**src/design/clp_pkg.sv**
```systemverilog
`default_nettype none

package clp_pkg;

	localparam logic [7:0] CH_CR    = 8'h0D;
	localparam logic [7:0] CH_NL    = 8'h0A;
	localparam logic [7:0] CH_SPACE = 8'h20;
	localparam logic [7:0] CH_ZERO  = 8'h30;
	localparam logic [7:0] CH_NINE  = 8'h39;

	localparam logic [1:0] ST_OK       = 2'd0;
	localparam logic [1:0] ST_BAD_CHAR = 2'd1;
	localparam logic [1:0] ST_NO_TERM  = 2'd2;
	localparam logic [1:0] ST_TOO_MANY = 2'd3;

	localparam logic KIND_PARAM = 1'b0;
	localparam logic KIND_END   = 1'b1;

	localparam int QUEUE_DEPTH = 4;

	// carriage returns never reach the queue
	typedef enum logic [1:0] {
		CLS_NL,
		CLS_SP,
		CLS_DIG,
		CLS_OTH
	} cls_t;

	typedef struct packed {
		cls_t       cls;
		logic [7:0] data;
	} ent_t;

	typedef struct packed {
		logic        kind;
		logic [7:0]  code;
		logic [2:0]  idx;
		logic [15:0] value;
		logic [3:0]  total;
		logic [5:0]  chars;
		logic [1:0]  status;
		logic        last;
	} res_t;

endpackage

`default_nettype wire

```
**src/design/clp_front.sv**
```systemverilog
`default_nettype none

module clp_front (
	input  wire logic          clk,
	input  wire logic          arst_n,
	input  wire logic [7:0]    byte_in,
	input  wire logic          in_valid,
	output logic               in_stall,
	output logic               q_push,
	output clp_pkg::ent_t      q_data,
	input  wire logic          q_full
);
	import clp_pkg::*;

	logic v_s1;
	ent_t ent_s1;
	ent_t ent_c;
	logic is_cr;

	always_comb begin
		ent_c.data = byte_in;
		is_cr      = (byte_in == CH_CR);
		if (byte_in == CH_NL) begin
			ent_c.cls = CLS_NL;
		end else if (byte_in == CH_SPACE) begin
			ent_c.cls = CLS_SP;
		end else if (byte_in >= CH_ZERO && byte_in <= CH_NINE) begin
			ent_c.cls = CLS_DIG;
		end else begin
			ent_c.cls = CLS_OTH;
		end
	end

	assign in_stall = v_s1 && q_full;
	assign q_push   = v_s1 && !q_full;
	assign q_data   = ent_s1;

	// drop carriage returns here: they change nothing downstream
	always_ff @(posedge clk or negedge arst_n) begin
		if (!arst_n) begin
			v_s1 <= 1'b0;
		end else if (!in_stall) begin
			v_s1 <= in_valid && !is_cr;
		end
	end

	always_ff @(posedge clk) begin
		if (!in_stall && in_valid) begin
			ent_s1 <= ent_c;
		end
	end

endmodule

`default_nettype wire

```
**src/design/clp_queue.sv**
```systemverilog
`default_nettype none

module clp_queue (
	input  wire logic          clk,
	input  wire logic          arst_n,
	input  wire logic          push,
	input  wire clp_pkg::ent_t wr_data,
	output logic               full,
	input  wire logic          pop,
	output logic               rd_valid,
	output clp_pkg::ent_t      rd_data
);
	import clp_pkg::*;

	localparam int AW = $clog2(QUEUE_DEPTH);
	localparam int CW = $clog2(QUEUE_DEPTH + 1);

	ent_t          mem_q [QUEUE_DEPTH];
	logic [AW-1:0] wr_ptr_q;
	logic [AW-1:0] rd_ptr_q;
	logic [CW-1:0] count_q;
	logic          do_push;
	logic          do_pop;

	assign full     = (count_q == CW'(QUEUE_DEPTH));
	assign rd_valid = (count_q != '0);
	assign rd_data  = mem_q[rd_ptr_q];
	assign do_push  = push && !full;
	assign do_pop   = pop && rd_valid;

	always_ff @(posedge clk) begin
		if (do_push) begin
			mem_q[wr_ptr_q] <= wr_data;
		end
	end

	always_ff @(posedge clk or negedge arst_n) begin
		if (!arst_n) begin
			wr_ptr_q <= '0;
			rd_ptr_q <= '0;
			count_q  <= '0;
		end else begin
			if (do_push) begin
				wr_ptr_q <= wr_ptr_q + AW'(1);
			end
			if (do_pop) begin
				rd_ptr_q <= rd_ptr_q + AW'(1);
			end
			if (do_push && !do_pop) begin
				count_q <= count_q + CW'(1);
			end else if (do_pop && !do_push) begin
				count_q <= count_q - CW'(1);
			end
		end
	end

endmodule

`default_nettype wire

```
**src/design/clp_back.sv**
```systemverilog
`default_nettype none

module clp_back #(
	parameter int MAX_LINE   = 64,
	parameter int MAX_PARAMS = 8
) (
	input  wire logic          clk,
	input  wire logic          arst_n,
	input  wire logic          rd_valid,
	input  wire clp_pkg::ent_t rd_data,
	output logic               pop,
	output logic               out_valid,
	output clp_pkg::res_t      out_res,
	input  wire logic          out_stall
);
	import clp_pkg::*;

	localparam int LW = $clog2(MAX_LINE);
	localparam int PW = $clog2(MAX_PARAMS + 1);

	logic [LW-1:0] pos_q,   pos_n;
	logic          innum_q, innum_n;
	logic [15:0]   acc_q,   acc_n;
	logic [PW-1:0] cnt_q,   cnt_n;
	logic [7:0]    code_q,  code_n;
	logic          disc_q,  disc_n;

	logic          out_v_q;
	res_t          out_res_q;
	logic          pend_q;
	res_t          pend_res_q;

	logic          can_load;
	logic          take;
	logic          emit;
	logic          two;
	res_t          res_c;
	res_t          pend_c;
	logic [LW-1:0] pos_inc;
	logic [15:0]   digit;

	function automatic res_t mk_param(input logic [7:0] code, input logic [PW-1:0] idx,
			input logic [15:0] value, input logic last);
		res_t r;
		r        = '0;
		r.kind   = KIND_PARAM;
		r.code   = code;
		r.idx    = 3'(idx);
		r.value  = value;
		r.last   = last;
		return r;
	endfunction

	function automatic res_t mk_end(input logic [7:0] code, input logic [PW-1:0] tot,
			input logic [LW-1:0] chars, input logic [1:0] status);
		res_t r;
		r        = '0;
		r.kind   = KIND_END;
		r.code   = code;
		r.total  = 4'(tot);
		r.chars  = 6'(chars);
		r.status = status;
		r.last   = 1'b1;
		return r;
	endfunction

	assign can_load  = !out_v_q || !out_stall;
	assign take      = rd_valid && can_load && !pend_q;
	assign pop       = take;
	assign out_valid = out_v_q;
	assign out_res   = out_res_q;
	assign pos_inc   = pos_q + LW'(1);
	assign digit     = {12'd0, rd_data.data[3:0]};

	always_comb begin
		pos_n   = pos_q;
		innum_n = innum_q;
		acc_n   = acc_q;
		cnt_n   = cnt_q;
		code_n  = code_q;
		disc_n  = disc_q;
		emit    = 1'b0;
		two     = 1'b0;
		res_c   = '0;
		pend_c  = '0;
		if (take) begin
			if (rd_data.cls == CLS_NL) begin
				if (!disc_q) begin
					emit = 1'b1;
					if (innum_q) begin
						// number then end of command; the end result waits in the pending register
						two    = 1'b1;
						res_c  = mk_param(code_q, cnt_q, acc_q, 1'b0);
						pend_c = mk_end(code_q, cnt_q + PW'(1), pos_q, ST_OK);
					end else begin
						res_c = mk_end(code_q, cnt_q, pos_q, ST_OK);
					end
				end
				pos_n   = '0;
				innum_n = 1'b0;
				acc_n   = '0;
				cnt_n   = '0;
				code_n  = '0;
				disc_n  = 1'b0;
			end else if (disc_q) begin
				emit = 1'b0;
			end else if (pos_q == LW'(MAX_LINE - 1)) begin
				emit   = 1'b1;
				res_c  = mk_end(code_q, cnt_q, pos_q, ST_NO_TERM);
				disc_n = 1'b1;
			end else if (pos_q == '0) begin
				code_n = rd_data.data;
				pos_n  = LW'(1);
			end else begin
				pos_n = pos_inc;
				unique case (rd_data.cls)
					CLS_SP: begin
						if (innum_q) begin
							emit    = 1'b1;
							res_c   = mk_param(code_q, cnt_q, acc_q, 1'b1);
							cnt_n   = cnt_q + PW'(1);
							acc_n   = '0;
							innum_n = 1'b0;
						end
					end
					CLS_DIG: begin
						if (!innum_q && cnt_q >= PW'(MAX_PARAMS)) begin
							emit   = 1'b1;
							res_c  = mk_end(code_q, cnt_q, pos_inc, ST_TOO_MANY);
							disc_n = 1'b1;
						end else begin
							acc_n   = (acc_q << 3) + (acc_q << 1) + digit;
							innum_n = 1'b1;
						end
					end
					default: begin
						emit   = 1'b1;
						res_c  = mk_end(code_q, cnt_q, pos_inc, ST_BAD_CHAR);
						disc_n = 1'b1;
					end
				endcase
			end
		end
	end

	always_ff @(posedge clk or negedge arst_n) begin
		if (!arst_n) begin
			pos_q   <= '0;
			innum_q <= 1'b0;
			acc_q   <= '0;
			cnt_q   <= '0;
			code_q  <= '0;
			disc_q  <= 1'b0;
			out_v_q <= 1'b0;
			pend_q  <= 1'b0;
		end else begin
			pos_q   <= pos_n;
			innum_q <= innum_n;
			acc_q   <= acc_n;
			cnt_q   <= cnt_n;
			code_q  <= code_n;
			disc_q  <= disc_n;
			if (can_load) begin
				out_v_q <= pend_q || (take && emit);
				pend_q  <= !pend_q && take && two;
			end
		end
	end

	always_ff @(posedge clk) begin
		if (can_load) begin
			out_res_q <= pend_q ? pend_res_q : res_c;
		end
		if (take && two) begin
			pend_res_q <= pend_c;
		end
	end

endmodule

`default_nettype wire

```
**src/design/command_line_decimal_parser_core.sv**
```systemverilog
// Each byte is registered in the classifier, passes the queue and is registered again
// at the parser output. Throughput: one byte per cycle while no stall holds the flow;
// a newline that closes a number gives two results, the four-entry queue absorbs them.
// Reset: arst_n clears the queue, the output register and all line state at once;
// the parser then waits for the command code of a new line.
`default_nettype none

module command_line_decimal_parser_core #(
	parameter int MAX_LINE   = 64,
	parameter int MAX_PARAMS = 8
) (
	input  wire logic        clk,
	input  wire logic        arst_n,
	input  wire logic        in_valid,
	output logic             in_stall,
	input  wire logic [7:0]  byte_in,
	output logic             out_valid,
	input  wire logic        out_stall,
	output logic             result_kind,
	output logic [7:0]       command_code,
	output logic [2:0]       param_index,
	output logic [15:0]      param_value,
	output logic [3:0]       param_total,
	output logic [5:0]       char_count,
	output logic [1:0]       status,
	output logic             last
);
	import clp_pkg::*;

	logic q_push;
	ent_t q_wdata;
	logic q_full;
	logic q_pop;
	logic q_valid;
	ent_t q_rdata;
	res_t res;

	clp_front u_front (
		.clk      (clk),
		.arst_n   (arst_n),
		.byte_in  (byte_in),
		.in_valid (in_valid),
		.in_stall (in_stall),
		.q_push   (q_push),
		.q_data   (q_wdata),
		.q_full   (q_full)
	);

	clp_queue u_queue (
		.clk      (clk),
		.arst_n   (arst_n),
		.push     (q_push),
		.wr_data  (q_wdata),
		.full     (q_full),
		.pop      (q_pop),
		.rd_valid (q_valid),
		.rd_data  (q_rdata)
	);

	clp_back #(
		.MAX_LINE   (MAX_LINE),
		.MAX_PARAMS (MAX_PARAMS)
	) u_back (
		.clk       (clk),
		.arst_n    (arst_n),
		.rd_valid  (q_valid),
		.rd_data   (q_rdata),
		.pop       (q_pop),
		.out_valid (out_valid),
		.out_res   (res),
		.out_stall (out_stall)
	);

	assign result_kind  = res.kind;
	assign command_code = res.code;
	assign param_index  = res.idx;
	assign param_value  = res.value;
	assign param_total  = res.total;
	assign char_count   = res.chars;
	assign status       = res.status;
	assign last         = res.last;

`ifndef SYNTH
	// a parameter that is not last must be followed straight away by its end result
	a_end_follows: assert property (@(posedge clk) disable iff (!arst_n)
		out_valid && !out_stall && result_kind == KIND_PARAM && !last
		|=> out_valid && result_kind == KIND_END)
		else $error("end of command did not follow closing parameter");

	a_end_is_last: assert property (@(posedge clk) disable iff (!arst_n)
		out_valid && result_kind == KIND_END |-> last)
		else $error("end of command not marked last");

	a_param_clean: assert property (@(posedge clk) disable iff (!arst_n)
		out_valid && result_kind == KIND_PARAM
		|-> param_total == 4'd0 && char_count == 6'd0 && status == ST_OK)
		else $error("parameter result carries end fields");
`endif

endmodule

`default_nettype wire

```
**config.mk**
```make
export PLATFORM = sky130hd
export DESIGN_NAME = command_line_decimal_parser_core
export DESIGN_NICKNAME = d
export VERILOG_FILES = /design/src/design/clp_pkg.sv /design/src/design/clp_front.sv /design/src/design/clp_queue.sv /design/src/design/clp_back.sv /design/src/design/command_line_decimal_parser_core.sv
export SDC_FILE = /design/constraint.sdc
export NUM_CORES = 1
export LEC_CHECK = 0
export ABC_AREA = 1
export BUFFER_PORTS_ARGS = -buffer_cell sky130_fd_sc_hd__buf_2
export CAP_MARGIN = 10
export CORE_ASPECT_RATIO = 1.75
export CORE_MARGIN = 4
export CORE_UTILIZATION = 30
export DETAILED_ROUTE_END_ITERATION = 16
export GPL_ROUTABILITY_DRIVEN = 0
export HOLD_SLACK_MARGIN = 0.15
export PLACE_DENSITY = 0.46
export SYNTH_ARGS = -nofsm -noshare
export SYNTH_HDL_FRONTEND = slang
export SYNTH_SLANG_ARGS = --single-unit
```
**constraint.sdc**
```tcl
create_clock -name clk -period 2.7 [get_ports clk]
set_input_delay 0.135 -clock clk [delete_from_list [all_inputs] [get_ports clk]]
set_output_delay 0.135 -clock clk [all_outputs]
set_load 0.005 [all_outputs]
```
After elaboration in Yosys (flattened, before gate mapping):

Memory sizes are Yosys's and may differ from the RTL's.
Index checks and enable logic that the tools add are counted.

* multiplexer cells: 62
* equality and inequality tests: 12
* bitwise logic cells: 3
* magnitude comparators: 3
* reduce and logical (&&, ||, !) cells: 43
* add/sub/neg operators: 8

Operators with widths (number)
* 2-to-1 mux 41 bit: 10
* 2-to-1 mux 16 bit: 6
* case mux 41 bit (2 select lines): 1
* 2-to-1 mux 40 bit: 1
* 2-to-1 mux 8 bit: 4
* case mux 16 bit (2 select lines): 1
* 2-to-1 mux 1 bit: 24
* 2-to-1 mux 4 bit: 6
* 2-to-1 mux 6 bit: 4
* adder 16 bit: 1
* adder 16 x 4 -> 16 bit: 1
* equality test 8 x 4 -> 1 bit, second input constant: 2
* logical AND 1 bit: 16
* AND reduction 6 bit: 2
* logical NOT 1 bit: 9
* equality test 8 x 6 -> 1 bit, second input constant: 1
* >= comparator 8 x 6 -> 1 bit, second input constant: 1
* less-or-equal comparator 8 x 6 -> 1 bit, second input constant: 1
* nonzero test 2 bit: 4
* AND reduction 7 bit: 1
* adder 6 x 1 -> 6 bit, second input constant: 1
* equality test 6 bit, second input constant: 1
* logical NOT 6 bit: 1
* 2-to-1 mux 3 bit: 2
* other kinds (22): 30

* memories kept: 1
* memory bits (writable): 40
* output and inout bits: 43
* input bits: 12
* word-level logic and storage cells: 163
* bits in registers: 138

Memory list
* u_queue.mem_q: words 4, width 10, rd ports 1, clocked after Yosys merged registers in 0, wr ports 1, RTL line clp_queue.sv:18 `ent_t mem_q [QUEUE_DEPTH];`

Depth between registers and ports, before layout:

Gate-level depths: netlist (run 1).

* depth after elaboration: 11
* gate-level depth with buffers: 16

By module:

Synthesis (run 1) repeated with hierarchy kept, for this count alone.

* cells, all modules: 815
* area total of the unflattened synthesis: 7808.7 sq um

By module, submodules not included
* clp_back: area each 5287.6 sq um, seq. area each 2752.6 sq um, cells an instance 591, times used 1
* clp_queue: area each 2053.2 sq um, seq. area each 1376.3 sq um, cells an instance 177, times used 1
* clp_front: area each 467.9 sq um, seq. area each 325.3 sq um, cells an instance 47, times used 1

Worst setup path after synthesis (run 1):

OpenSTA, ideal clock, no wires.

* path type: register -> register
* from: register u_queue.rd_ptr_q[1]
* to: register u_back.pend_res_q[0] (netlist name), enable pin
* arrival: 2518 ps
* setup slack: -192 ps
* stages on the path, launching flop included: 12
* cells stage by stage: dfrtp_1 -> clkbuf_1 -> inv_1 -> clkbuf_1 -> a32oi_1 -> inv_1 -> ha_1 -> inv_2 -> nor2_1 -> nand2_1 -> clkbuf_1 -> inv_1

* word-level cells in the longest chain between the ends: 5

Ends and longest elaborated chain
* start, declared: RTL line clp_queue.sv:20 `logic [AW-1:0] rd_ptr_q;`
* start signal, assigned: RTL line clp_queue.sv:47 `rd_ptr_q <= rd_ptr_q + AW'(1);`
* memory read (4 x 10 bit)
* logical NOT 2 bit: RTL line clp_back.sv:87 `if (rd_data.cls == CLS_NL) begin`
* 2-to-1 mux 1 bit: RTL line clp_back.sv:87
* 2-to-1 mux 1 bit: RTL line clp_back.sv:86 `if (take) begin`
* logical AND 1 bit: RTL line clp_back.sv:174 `if (take && two) begin`
* end signal, assigned: RTL line clp_back.sv:175 `pend_res_q <= pend_c;`
* end, declared: RTL line clp_back.sv:31 `res_t pend_res_q;`

No other way between the ends.
A chain may end at the register's enable or synchronous reset.

Worst setup path in the final report (run 1):

* from: register u_queue.rd_ptr_q[1]
* to: register u_back.acc_q[10]

* word-level cells in the longest chain between the ends: 8

Ends and longest elaborated chain
* memory read (4 x 10 bit) *
* adder 16 x 4 -> 16 bit: RTL line clp_back.sv:132 `acc_n = (acc_q << 3) + (acc_q << 1) + digit;`
* 2-to-1 mux 16 bit: RTL line clp_back.sv:127 `if (!innum_q && cnt_q >= PW'(MAX_PARAMS)) begin`
* case mux 16 bit (2 select lines): RTL line clp_back.sv:116 `unique case (rd_data.cls)`
* 2-to-1 mux 16 bit: RTL line clp_back.sv:111 `end else if (pos_q == '0) begin`
* 2-to-1 mux 16 bit: RTL line clp_back.sv:107 `end else if (pos_q == LW'(MAX_LINE - 1)) begin`
* 2-to-1 mux 16 bit: RTL line clp_back.sv:105 `end else if (disc_q) begin`
* 2-to-1 mux 16 bit: RTL line clp_back.sv:87
* end signal, assigned: RTL line clp_back.sv:159 `acc_q <= acc_n;`
* end, declared: RTL line clp_back.sv:23 `logic [15:0] acc_q, acc_n;`

Mark *: on every way between the ends. The rest lies on a longest branch, timed or not. The select of a mux whose other input is x is not followed.

==> results of run 1 <==
-- per-layer routing --
| metal | wire [microns] | up-vias | track usage [%] |
|---|---|---|---|
| li1 | - | 2787 | - |
| met4 | 550 | 0 | 7.25 |
| met5 | 0 | - | 0 |
| met1 | 6930 | 2617 | 13.5 |
| met2 | 10300 | 78 | 25.7 |
| met3 | 394 | 27 | 2.23 |
-- final cells by class --
type	instances	area [sq um]	share of cell area (%)
multi-input cells	500	2810	30.0
flip-flops and latches	156	4450	47.5
clock inverters	14	146	1.56
repair buffers	106	763	8.14
well taps	316	395	4.22
clock buffers	18	439	4.68
inverters	96	365	3.90
-- cell families (layout without fill, tap and decap cells) --
family | Yosys count | count (layout)
AOI/OAI and AO/OA | 102 | 102
xor gates and xnor gates | 17 | 17
adders and majority gates | 44 | 44
buffers and inverters | 114 | 234
DFF | 156 | 156
and+or+nand+nor | 337 | 337
-- sequential cells by signal (all words and copies together) (netlist names) --
register	flops
u_back.out_res	41
u_queue.mem_q	40
u_back.pend_res_q	19
u_back.acc_q	16
u_front.q_data	10
u_back.code_q	8
u_back.pos_q	6
u_back.cnt_q	4
u_queue.count_q	3
u_queue.rd_ptr_q	2
u_queue.wr_ptr_q	2
u_back.disc_q	1
u_back.innum_q	1
u_back.out_valid	1
u_back.pend_q	1
u_front.v_s1	1
-- how the worst min path moves through the flow --
stage / start / to / cells after the start
2_1_floorplan: arst_n / u_back.acc_q[0] / 0
3_3_place_gp: arst_n / u_queue.count_q[0] / 1
3_5_place_dp: arst_n / u_queue.count_q[1] / 1
4_1_cts: arst_n / u_queue.count_q[2] / 2
5_1_grt: arst_n / u_queue.wr_ptr_q[1] / 2
6_report: arst_n / u_back.acc_q[11] / 2
-- repair_timing --
action,4_1_cts,5_1_grt
setup buffers,0,1
endpoints found under the hold margin,42,0
gates resized for setup,0,8
endpoints found under the setup margin,0,45
hold buffers,11,0
-- stage by stage --
stage | power, uW | setup slack (ns) | util (%)
floorplan | 6080 | 0.00304 | -
global placement | 7610 | 0.0649 | 34.1
detailed placement | 7600 | 0.0688 | 34.1
CTS | 10000 | 0.0569 | 36.9
global route | 10700 | -0.0250 | 37.0
finish | 9930 | 0.139 | 37.0
-- power breakdown --
group          internal [uW]  switching, uW
clock                   1330           1050
sequential              3240            301
combinational           1520           2490
total                   6080           3850
-- layout by cell type (no fill, tap or decap), types with 2 or more instances in the layout --
cell and instances:
buf_12 6, nand2_1 183, inv_1 89, nand3_2 5
nand4_1 12, nor2_4 4, o21ai_0 42, o21ai_1 4
dlygate4sd3_1 11, nand2_4 3, inv_2 4, inv_8 3
a32o_1 5, clkbuf_16 17, nand2_2 2, nor2_2 2
a32oi_2 2, xor2_1 10, ha_1 41, a21oi_2 2
buf_4 35, dfrtp_1 46, edfxtp_1 110, a41oi_1 2
fa_1 3, buf_2 54, inv_6 5, a21oi_1 27
nand3_1 32, nor3_1 2, o22ai_1 7, clkinvlp_4 5
nor2_1 88, xnor2_1 7
==> impl_metrics.yaml, run 1 <==
clock_network:
  clkTransAtPathRegs_ns: 0.07
  cts_buffers: 17
  htreeDepth: 4
  cts_tree: "done"
  cts_buffer_depth: 2
  clockRootBuffer: "clkbuf_16"
  clock_latency_ns: 0.44
  cts.sinks: 156
sta:
  rsz0062_at_grt: "yes"
  hold_violations: 0
  finalSetupViolCount: 0
  relSlewSlack_pct: 45.2
  finalSetupTns_ns: 0
  finalClockSkew_ns: 0.0115
  slew_viol_final: 0
  fmax_ghz: 0.390
  tightestPinTransition_ns: 0.822
  hold_ws_ns: 0.329
  min_period_over_period_pct: 94.8
  post-route-min-period_ns: 2.56
critical_path:
  endpoint_kind: "flop"
  worstPathArrival_ns: 2.88
  worstRegToRegCells: 11
  r2r_end: "u_back.acc_q[10]"
  startpoint: "u_queue.rd_ptr_q[1]"
  worst-path-max-fanout: 6
  r2r-start: "u_queue.rd_ptr_q[1]"
  slowest_stage: "fa_1"
  endpoint: "u_back.acc_q[10]"
  r2r_setup_slack_ns: 0.14
  crit_buf_inv: 2
  start_kind: "flop"
  crit_chain: "buf_4, o21ai_0, o22a_1, fa_1, inv_1, fa_1, nand3_1, nand3_2, a21oi_1, xor2_1, o21ai_0"
  crit_family: "adder cells"
  crit_cells: 11
  cp.required_ns: 3.02
  path_class: "flop to flop"
  critPathMaxStageDelay_ns: 0.49
synthesis:
  yosysWarnings: 0
  synth_cell_types: 45
  yosys.area_share.xor_xnor_pct: 1.93
  synth_edf_count: 110
  synth_adder_area_share_pct: 7.43
  netlist_instances: 770
  synth_nets: 826
  postSynth.asyncResetShare_pct: 29.5
  yosysSeqAreaShare_pct: 57.8
  synth.top_cell.area_share_pct: 42.9
  synth-simple-area-share_pct: 18.6
  synth-compound-area-share_pct: 8.12
  synth_common_cells: "nand2_1 (184), edfxtp_1 (110), inv_1 (91), nor2_1 (88), dfrtp_1 (46)"
  synthMuxAreaShare_pct: 0
  syn_area_sq_um: 7710
  synth.area.top_cells: "edfxtp_1 (43%), dfrtp_1 (15%), nand2_1 (9.0%)"
  synth_top_area_cell: "edfxtp_1"
  synth_top_family_by_area: "simple AND/OR/NAND/NOR gates"
  yosys.cell_count.top_type: "nand2_1"
  synth-main-ff-cell: "edfxtp_1"
  synth_area_per_cell_sq_um: 10.0
  ys_ff_latch: 156
final_layout:
  nFillCells: 2588
  finalNonFillerCells: 1206
  n_antenna_cell: 0
  finalNetCount: 933
  area_delta_synth_final_pct: 21.6
  design_area_sq_um: 9370
  drive_gt1_share_pct: 17.8
grt:
  grt_max_degree: 32
  first_global_vias: 5656
  grt_overflow: 0
  grt_pass1_wl_mm: 28.8
  grtUsageTotal_pct: 13.4
  antenna_found_initial: 0
power:
  ir_worst_vdd_uv: 551
  powerDensity_nw_per_um2: 1060
  total_leakage_power_uw: 0.00421
die:
  core_sq_um: 25300
  ios: 55
  num_rows: 77
  fp.dieArea_sq_um: 28400
  start_util_pct: 30.4
  fp.dieH_microns: 220
  die_w_microns: 129
hold_path:
  hp-class: "input pin to async pin"
drt:
  drt-total-wl_mm: 18.2
  avgViaCountPerCell: 4.57
  vias: 5509
  drt-initial-drc-count: 268
  firstDrtPassIters: 5
  routedWlPerCell_microns: 15.1
  drtAntennaViolNets: 0
  route.detailed.drc: 0
place:
  dpl.cell_count: 1162
  port_buffers: 54
  placed_area_sq_um: 8650
  dp_hpwl_mm: 13.7
flow_run:
  maxCapViolCount: 0
status:
  status: "finished, final reports clean"
Note: power is estimated with default switching activity, not from simulation.
==> inputs of run 2 (changes only) <==
Settings changed: SETUP_SLACK_MARGIN set to 0.3.
==> run 2 against run 1 <==
Cell area grew 2.5%. Global-route usage grew 0.27 points. Cell count grew 0.66%. Total power grew 4.7%. Clock skew shrank 0.0020 ns. Critical path depth grew 2. Worst hold slack lost 0.11 ns. Sequential power is essentially flat. Non-clock buffer count grew 6. Sequential share of layout area shrank 1.1 points. Critical endpoint is now u_back.out_res[0].
==> impl_metrics.yaml, run 2 (synthesized netlist as in run 1, its figures left out) <==
die:
  fp.dieArea_sq_um: 28400
  num_rows: 77
  fp.dieH_microns: 220
  start_util_pct: 30.4
  ios: 55
  core_sq_um: 25300
  die_w_microns: 129
grt:
  antenna_found_initial: 0
  grt_max_degree: 28
  grtUsageTotal_pct: 13.7
  grt_pass1_wl_mm: 29.6
  grt_overflow: 0
  first_global_vias: 5747
power:
  p_clk_share_pct: 22.3
  p_sw_share_pct: 39.8
  p_sw_uw: 4130
  pwr-share-seq_pct: 34.3
  powerDensity_nw_per_um2: 1080
  finalPower_uw: 10400
  comb_power_share_pct: 43.3
  internal_power_uw: 6260
  ir_worst_vdd_uv: 576
  total_leakage_power_uw: 0.00423
final_layout:
  final_core_util_pct: 37.9
  final_common_cell: "nand2_1"
  drive_gt1_share_pct: 23.3
  finalNonFillerCells: 1214
  n_antenna_cell: 0
  finalNetCount: 941
  largest_reg_flops: 41
  final_cell_mix: "nand2_1 (175), edfxtp_1 (110), nor2_1 (83)"
  area_delta_synth_final_pct: 24.6
critical_path:
  start_kind: "flop"
  r2r_setup_slack_ns: 0.28
  endpoint_kind: "flop"
  worst-path-max-fanout: 5
  r2r-start: "u_queue.rd_ptr_q[0]"
  cp.required_ns: 2.88
  worstPathArrival_ns: 2.60
  startpoint: "u_queue.rd_ptr_q[0]"
  path_class: "flop to flop"
sta:
  hold_violations: 0
  hold_ws_ns: 0.223
  relSlewSlack_pct: 62.2
  fmax_ghz: 0.414
  min_period_over_period_pct: 89.6
  finalClockSkew_ns: 0.00954
  slew_viol_final: 0
  rsz0062_at_grt: "yes"
  finalSetupTns_ns: 0
  post-route-min-period_ns: 2.42
  finalSetupViolCount: 0
  tightestPinTransition_ns: 0.567
clock_network:
  clock_latency_ns: 0.44
  cts.sinks: 156
  cts_buffers: 17
  htreeDepth: 4
  clkTransAtPathRegs_ns: 0.07
  cts_buffer_depth: 2
  clockRootBuffer: "clkbuf_16"
  cts_tree: "done"
status:
  status: "finished, final reports clean"
drt:
  routedWlPerCell_microns: 15.3
  vias: 5567
  drt-total-wl_mm: 18.5
  avgViaCountPerCell: 4.59
  route.detailed.drc: 0
  drtAntennaViolNets: 0
  firstDrtPassIters: 5
  drt-initial-drc-count: 291
place:
  dp_hpwl_mm: 13.6
  port_buffers: 54
  dpl.cell_count: 1152
flow_run:
  maxCapViolCount: 0
hold_path:
  hp-class: "input pin to async pin"
run 2: cell types whose count changed in the layout (fill, tap and decap cells not counted), sizes merged:
cell	delta
clkinv	+3
buf	+6
inv	+1
nand3	+1
clkinvlp	-2
bufinv	-1
run 2: power groups by stage:
stage	logic [uW]	clock network [uW]	registers, uW
2_1_floorplan	2690	0	3540
3_3_place_gp	3890	0	3610
3_5_place_dp	3900	0	3610
4_1_cts	4090	2390	3580
5_1_grt	5020	2500	3630
6_report	4510	2320	3570
run 2: metrics by stage:
stage / cell area (sq um) / setup WS (ns)
finish: 9600 / 0.282
global route: 9600 / 0.151
CTS: 9380 / 0.243
detailed placement: 8580 / 0.142
global placement: 8580 / 0.217
floorplan: 7840 / 0.299
run 2: worst paths after layout:
kind                                       end  cells after the start
max reg2reg                  u_back.out_res[0]                     13
max in group asynchronous  u_queue.rd_ptr_q[0]                      3
min                            u_back.cnt_q[2]                      2
max                          u_back.out_res[0]                     13
min reg2reg                   u_back.acc_q[15]                      2
min in group clk             u_front.q_data[6]                      2
run 2: layout make-up:
class,count,area (sq um)
fillers,2564,15700
clock buffers,18,439
clock inverters,14,126
repair buffers,112,769
repair inverters,1,7.51
flip-flops and latches,156,4460
inverters,96,375
well taps,316,395
multi-input cells,501,3040
run 2: repair_timing:
item                                    CTS  global route
hold buffers                             11             0
pin swaps                                 9            16
endpoints found under the setup margin   30            82
cloned                                    1             1
endpoints found under the hold margin    31             0
setup buffers                             9             8
gates resized for setup                  17            47
run 2: worst max-delay path, stage by stage, from the launching register on:
cell and delay, ns:
dfrtp_2 0.46, inv_4 0.09, buf_4 0.12, nand2_1 0.06, a32oi_2 0.24, inv_2 0.10, ha_2 0.20, nand3_1 0.11
nand2_1 0.07, nand2_2 0.07, nand4_1 0.27, buf_4 0.24, nand2_1 0.06, o21ai_0 0.07
run 2: metal layers:
metal  routed length, microns  GRT usage (%)  share of wire [%]  vias to the layer above
li1                         -              -                  -                     2816
met1                     6780           13.9                 37                     2640
met2                    10700           26.5                 58                       83
met3                      489           2.79                2.6                       28
met4                      509           5.57                2.7                        0
met5                        0              0                  0                        -
==> inputs of run 3 (changes only) <==
Settings changed: CELL_PAD_IN_SITES_DETAIL_PLACEMENT set to 0, CELL_PAD_IN_SITES_GLOBAL_PLACEMENT set to 1, PLACE_DENSITY 0.46 to 0.56, REMOVE_ABC_BUFFERS set to 1.
==> run 3 against run 2 <==
Setup slack worse by 0.11 ns. Fmax is 4.2% lower. Combinational power is 18% higher. Clock skew hardly changed. Sequential power hardly changed. Sequential share of layout area is 1.9 points lower. Largest cell class unchanged.
==> impl_metrics.yaml, run 3 (synthesized netlist as in run 1, its figures left out) <==
status:
  status: "finished, final reports clean"
clock_network:
  clockRootBuffer: "clkbuf_16"
  cts_buffer_depth: 2
  cts_tree: "done"
  clock_latency_ns: 0.44
  htreeDepth: 4
  cts.sinks: 156
  clkTransAtPathRegs_ns: 0.06
  cts_buffers: 17
grt:
  grt_overflow: 0
  grt_max_degree: 47
  grt_pass1_wl_mm: 30.5
  first_global_vias: 5804
  antenna_found_initial: 0
  grtUsageTotal_pct: 14.2
critical_path:
  start_kind: "flop"
  crit_chain: "inv_2, buf_6, nor2_2, o22a_1, fa_1, inv_2, fa_2, buf_4, buf_6, nand3_4, nand3_2, nand2_2, nand2_2, o21ai_1"
  worst-path-max-fanout: 4
  path_class: "flop to flop"
  r2r_setup_slack_ns: 0.17
  crit_family: "adder cells"
  cp.required_ns: 3.07
  endpoint_kind: "flop"
  critPathMaxStageDelay_ns: 0.51
  crit_buf_inv: 5
  worstPathArrival_ns: 2.89
  slowest_stage: "fa_1"
sta:
  rsz0062_at_grt: "yes"
  relSlewSlack_pct: 51.9
  tightestPinTransition_ns: 0.722
  finalSetupTns_ns: 0
  post-route-min-period_ns: 2.53
  slew_viol_final: 0
  finalSetupViolCount: 0
  hold_violations: 0
  finalClockSkew_ns: 0.00921
  fmax_ghz: 0.396
  min_period_over_period_pct: 93.5
final_layout:
  final_core_util_pct: 39.5
  final_cell_mix: "nand2_1 (171), edfxtp_1 (110), inv_1 (85)"
  finalNetCount: 969
  final_common_cell: "nand2_1"
  area_delta_synth_final_pct: 29.9
  design_area_sq_um: 10000
  largest_reg_flops: 41
  n_antenna_cell: 0
  drive_gt1_share_pct: 26.2
place:
  dp_hpwl_mm: 14.2
  port_buffers: 54
  placed_area_sq_um: 8810
drt:
  drt-total-wl_mm: 19.4
  firstDrtPassIters: 6
  drt-initial-drc-count: 331
  avgViaCountPerCell: 4.56
  route.detailed.drc: 0
  drtAntennaViolNets: 0
  routedWlPerCell_microns: 15.6
  vias: 5664
die:
  die_w_microns: 129
  fp.dieH_microns: 220
  num_rows: 77
  core_sq_um: 25300
  ios: 55
  start_util_pct: 30.4
  fp.dieArea_sq_um: 28400
power:
  powerDensity_nw_per_um2: 1110
  total_leakage_power_uw: 0.00443
  finalPower_uw: 11100
  ir_worst_vdd_uv: 553
hold_path:
  hp-class: "input pin to async pin"
flow_run:
  maxCapViolCount: 0
## run 3: cell types whose count changed in the layout (fill, tap and decap cells not counted), moves of 3 or more
| cell | previous run | this run |
|---|---|---|
| nand3_1 | 26 | 17 |
| inv_1 | 82 | 85 |
| nand2_2 | 9 | 13 |
| nand3_4 | 2 | 7 |
| inv_8 | 5 | 0 |
| nand2_1 | 175 | 171 |
| o21ai_1 | 15 | 23 |
| buf_4 | 42 | 58 |
| buf_12 | 2 | 7 |
| nand3_2 | 10 | 13 |
| o21ai_0 | 30 | 22 |
| buf_6 | 3 | 9 |
| clkbuf_1 | 0 | 4 |
## run 3: layout make-up
cell class | instances | area [sq um]
clock buffers | 21 | 440
fillers | 2543 | 15300
inverters | 96 | 369
repair buffers | 141 | 1090
well taps | 316 | 395
clock inverters | 11 | 97.6
flip-flops and latches | 156 | 4450
multi-input cells | 501 | 3160
## run 3: tightest hold or removal path, stage by stage
cell,delay (ns)
dlygate4sd3_1,0.52
buf_2,0.09
buf_4,0.54
## run 3: path summary, 6_finish.rpt
path / cells past startpoint / from / end
max: 14 / u_queue.rd_ptr_q[0] / u_back.acc_q[12]
min: 3 / arst_n / u_back.acc_q[13]
max reg2reg: 14 / u_queue.rd_ptr_q[0] / u_back.acc_q[12]
min reg2reg: 2 / u_back.acc_q[15] / u_back.acc_q[15]
max in group asynchronous: 3 / arst_n / u_back.code_q[4]
min in group clk: 2 / byte_in[7] / u_front.q_data[7]
## run 3: per-layer routing
layer	track usage, %	up-vias	wire [microns]
met4	6.83	0	587
met2	27.2	85	11200
met5	0	-	0
met1	14.4	2682	7140
met3	2.60	28	433
li1	-	2869	-
## run 3: metrics by stage
stage          hold WS [ns]  std cells  worst slack (ns)
3_5_place_dp          0.306       1184           -0.0451
2_1_floorplan        -0.161        752            -0.677
6_report              0.349       1242             0.174
3_3_place_gp          0.302       1184            0.0249
5_1_grt               0.422       1242            0.0597
4_1_cts               0.356       1232             0.181
## run 3: what timing repair did
action                                  CTS  global route
endpoints found under the setup margin  110            83
gates cloned                              0             2
gates resized for setup                  51            63
pin swaps                                13            21
hold buffers                             12             0
buffers inserted                          4             8
hold endpoints to repair                 58             0
## run 3: power breakdown
part / switching (uW) / total, uW / leakage, uW / internal (uW)
logic: 2990 / 5310 / 0.00247 / 2330
clock network: 978 / 2240 / 0.000255 / 1260
registers: 307 / 3550 / 0.00171 / 3240
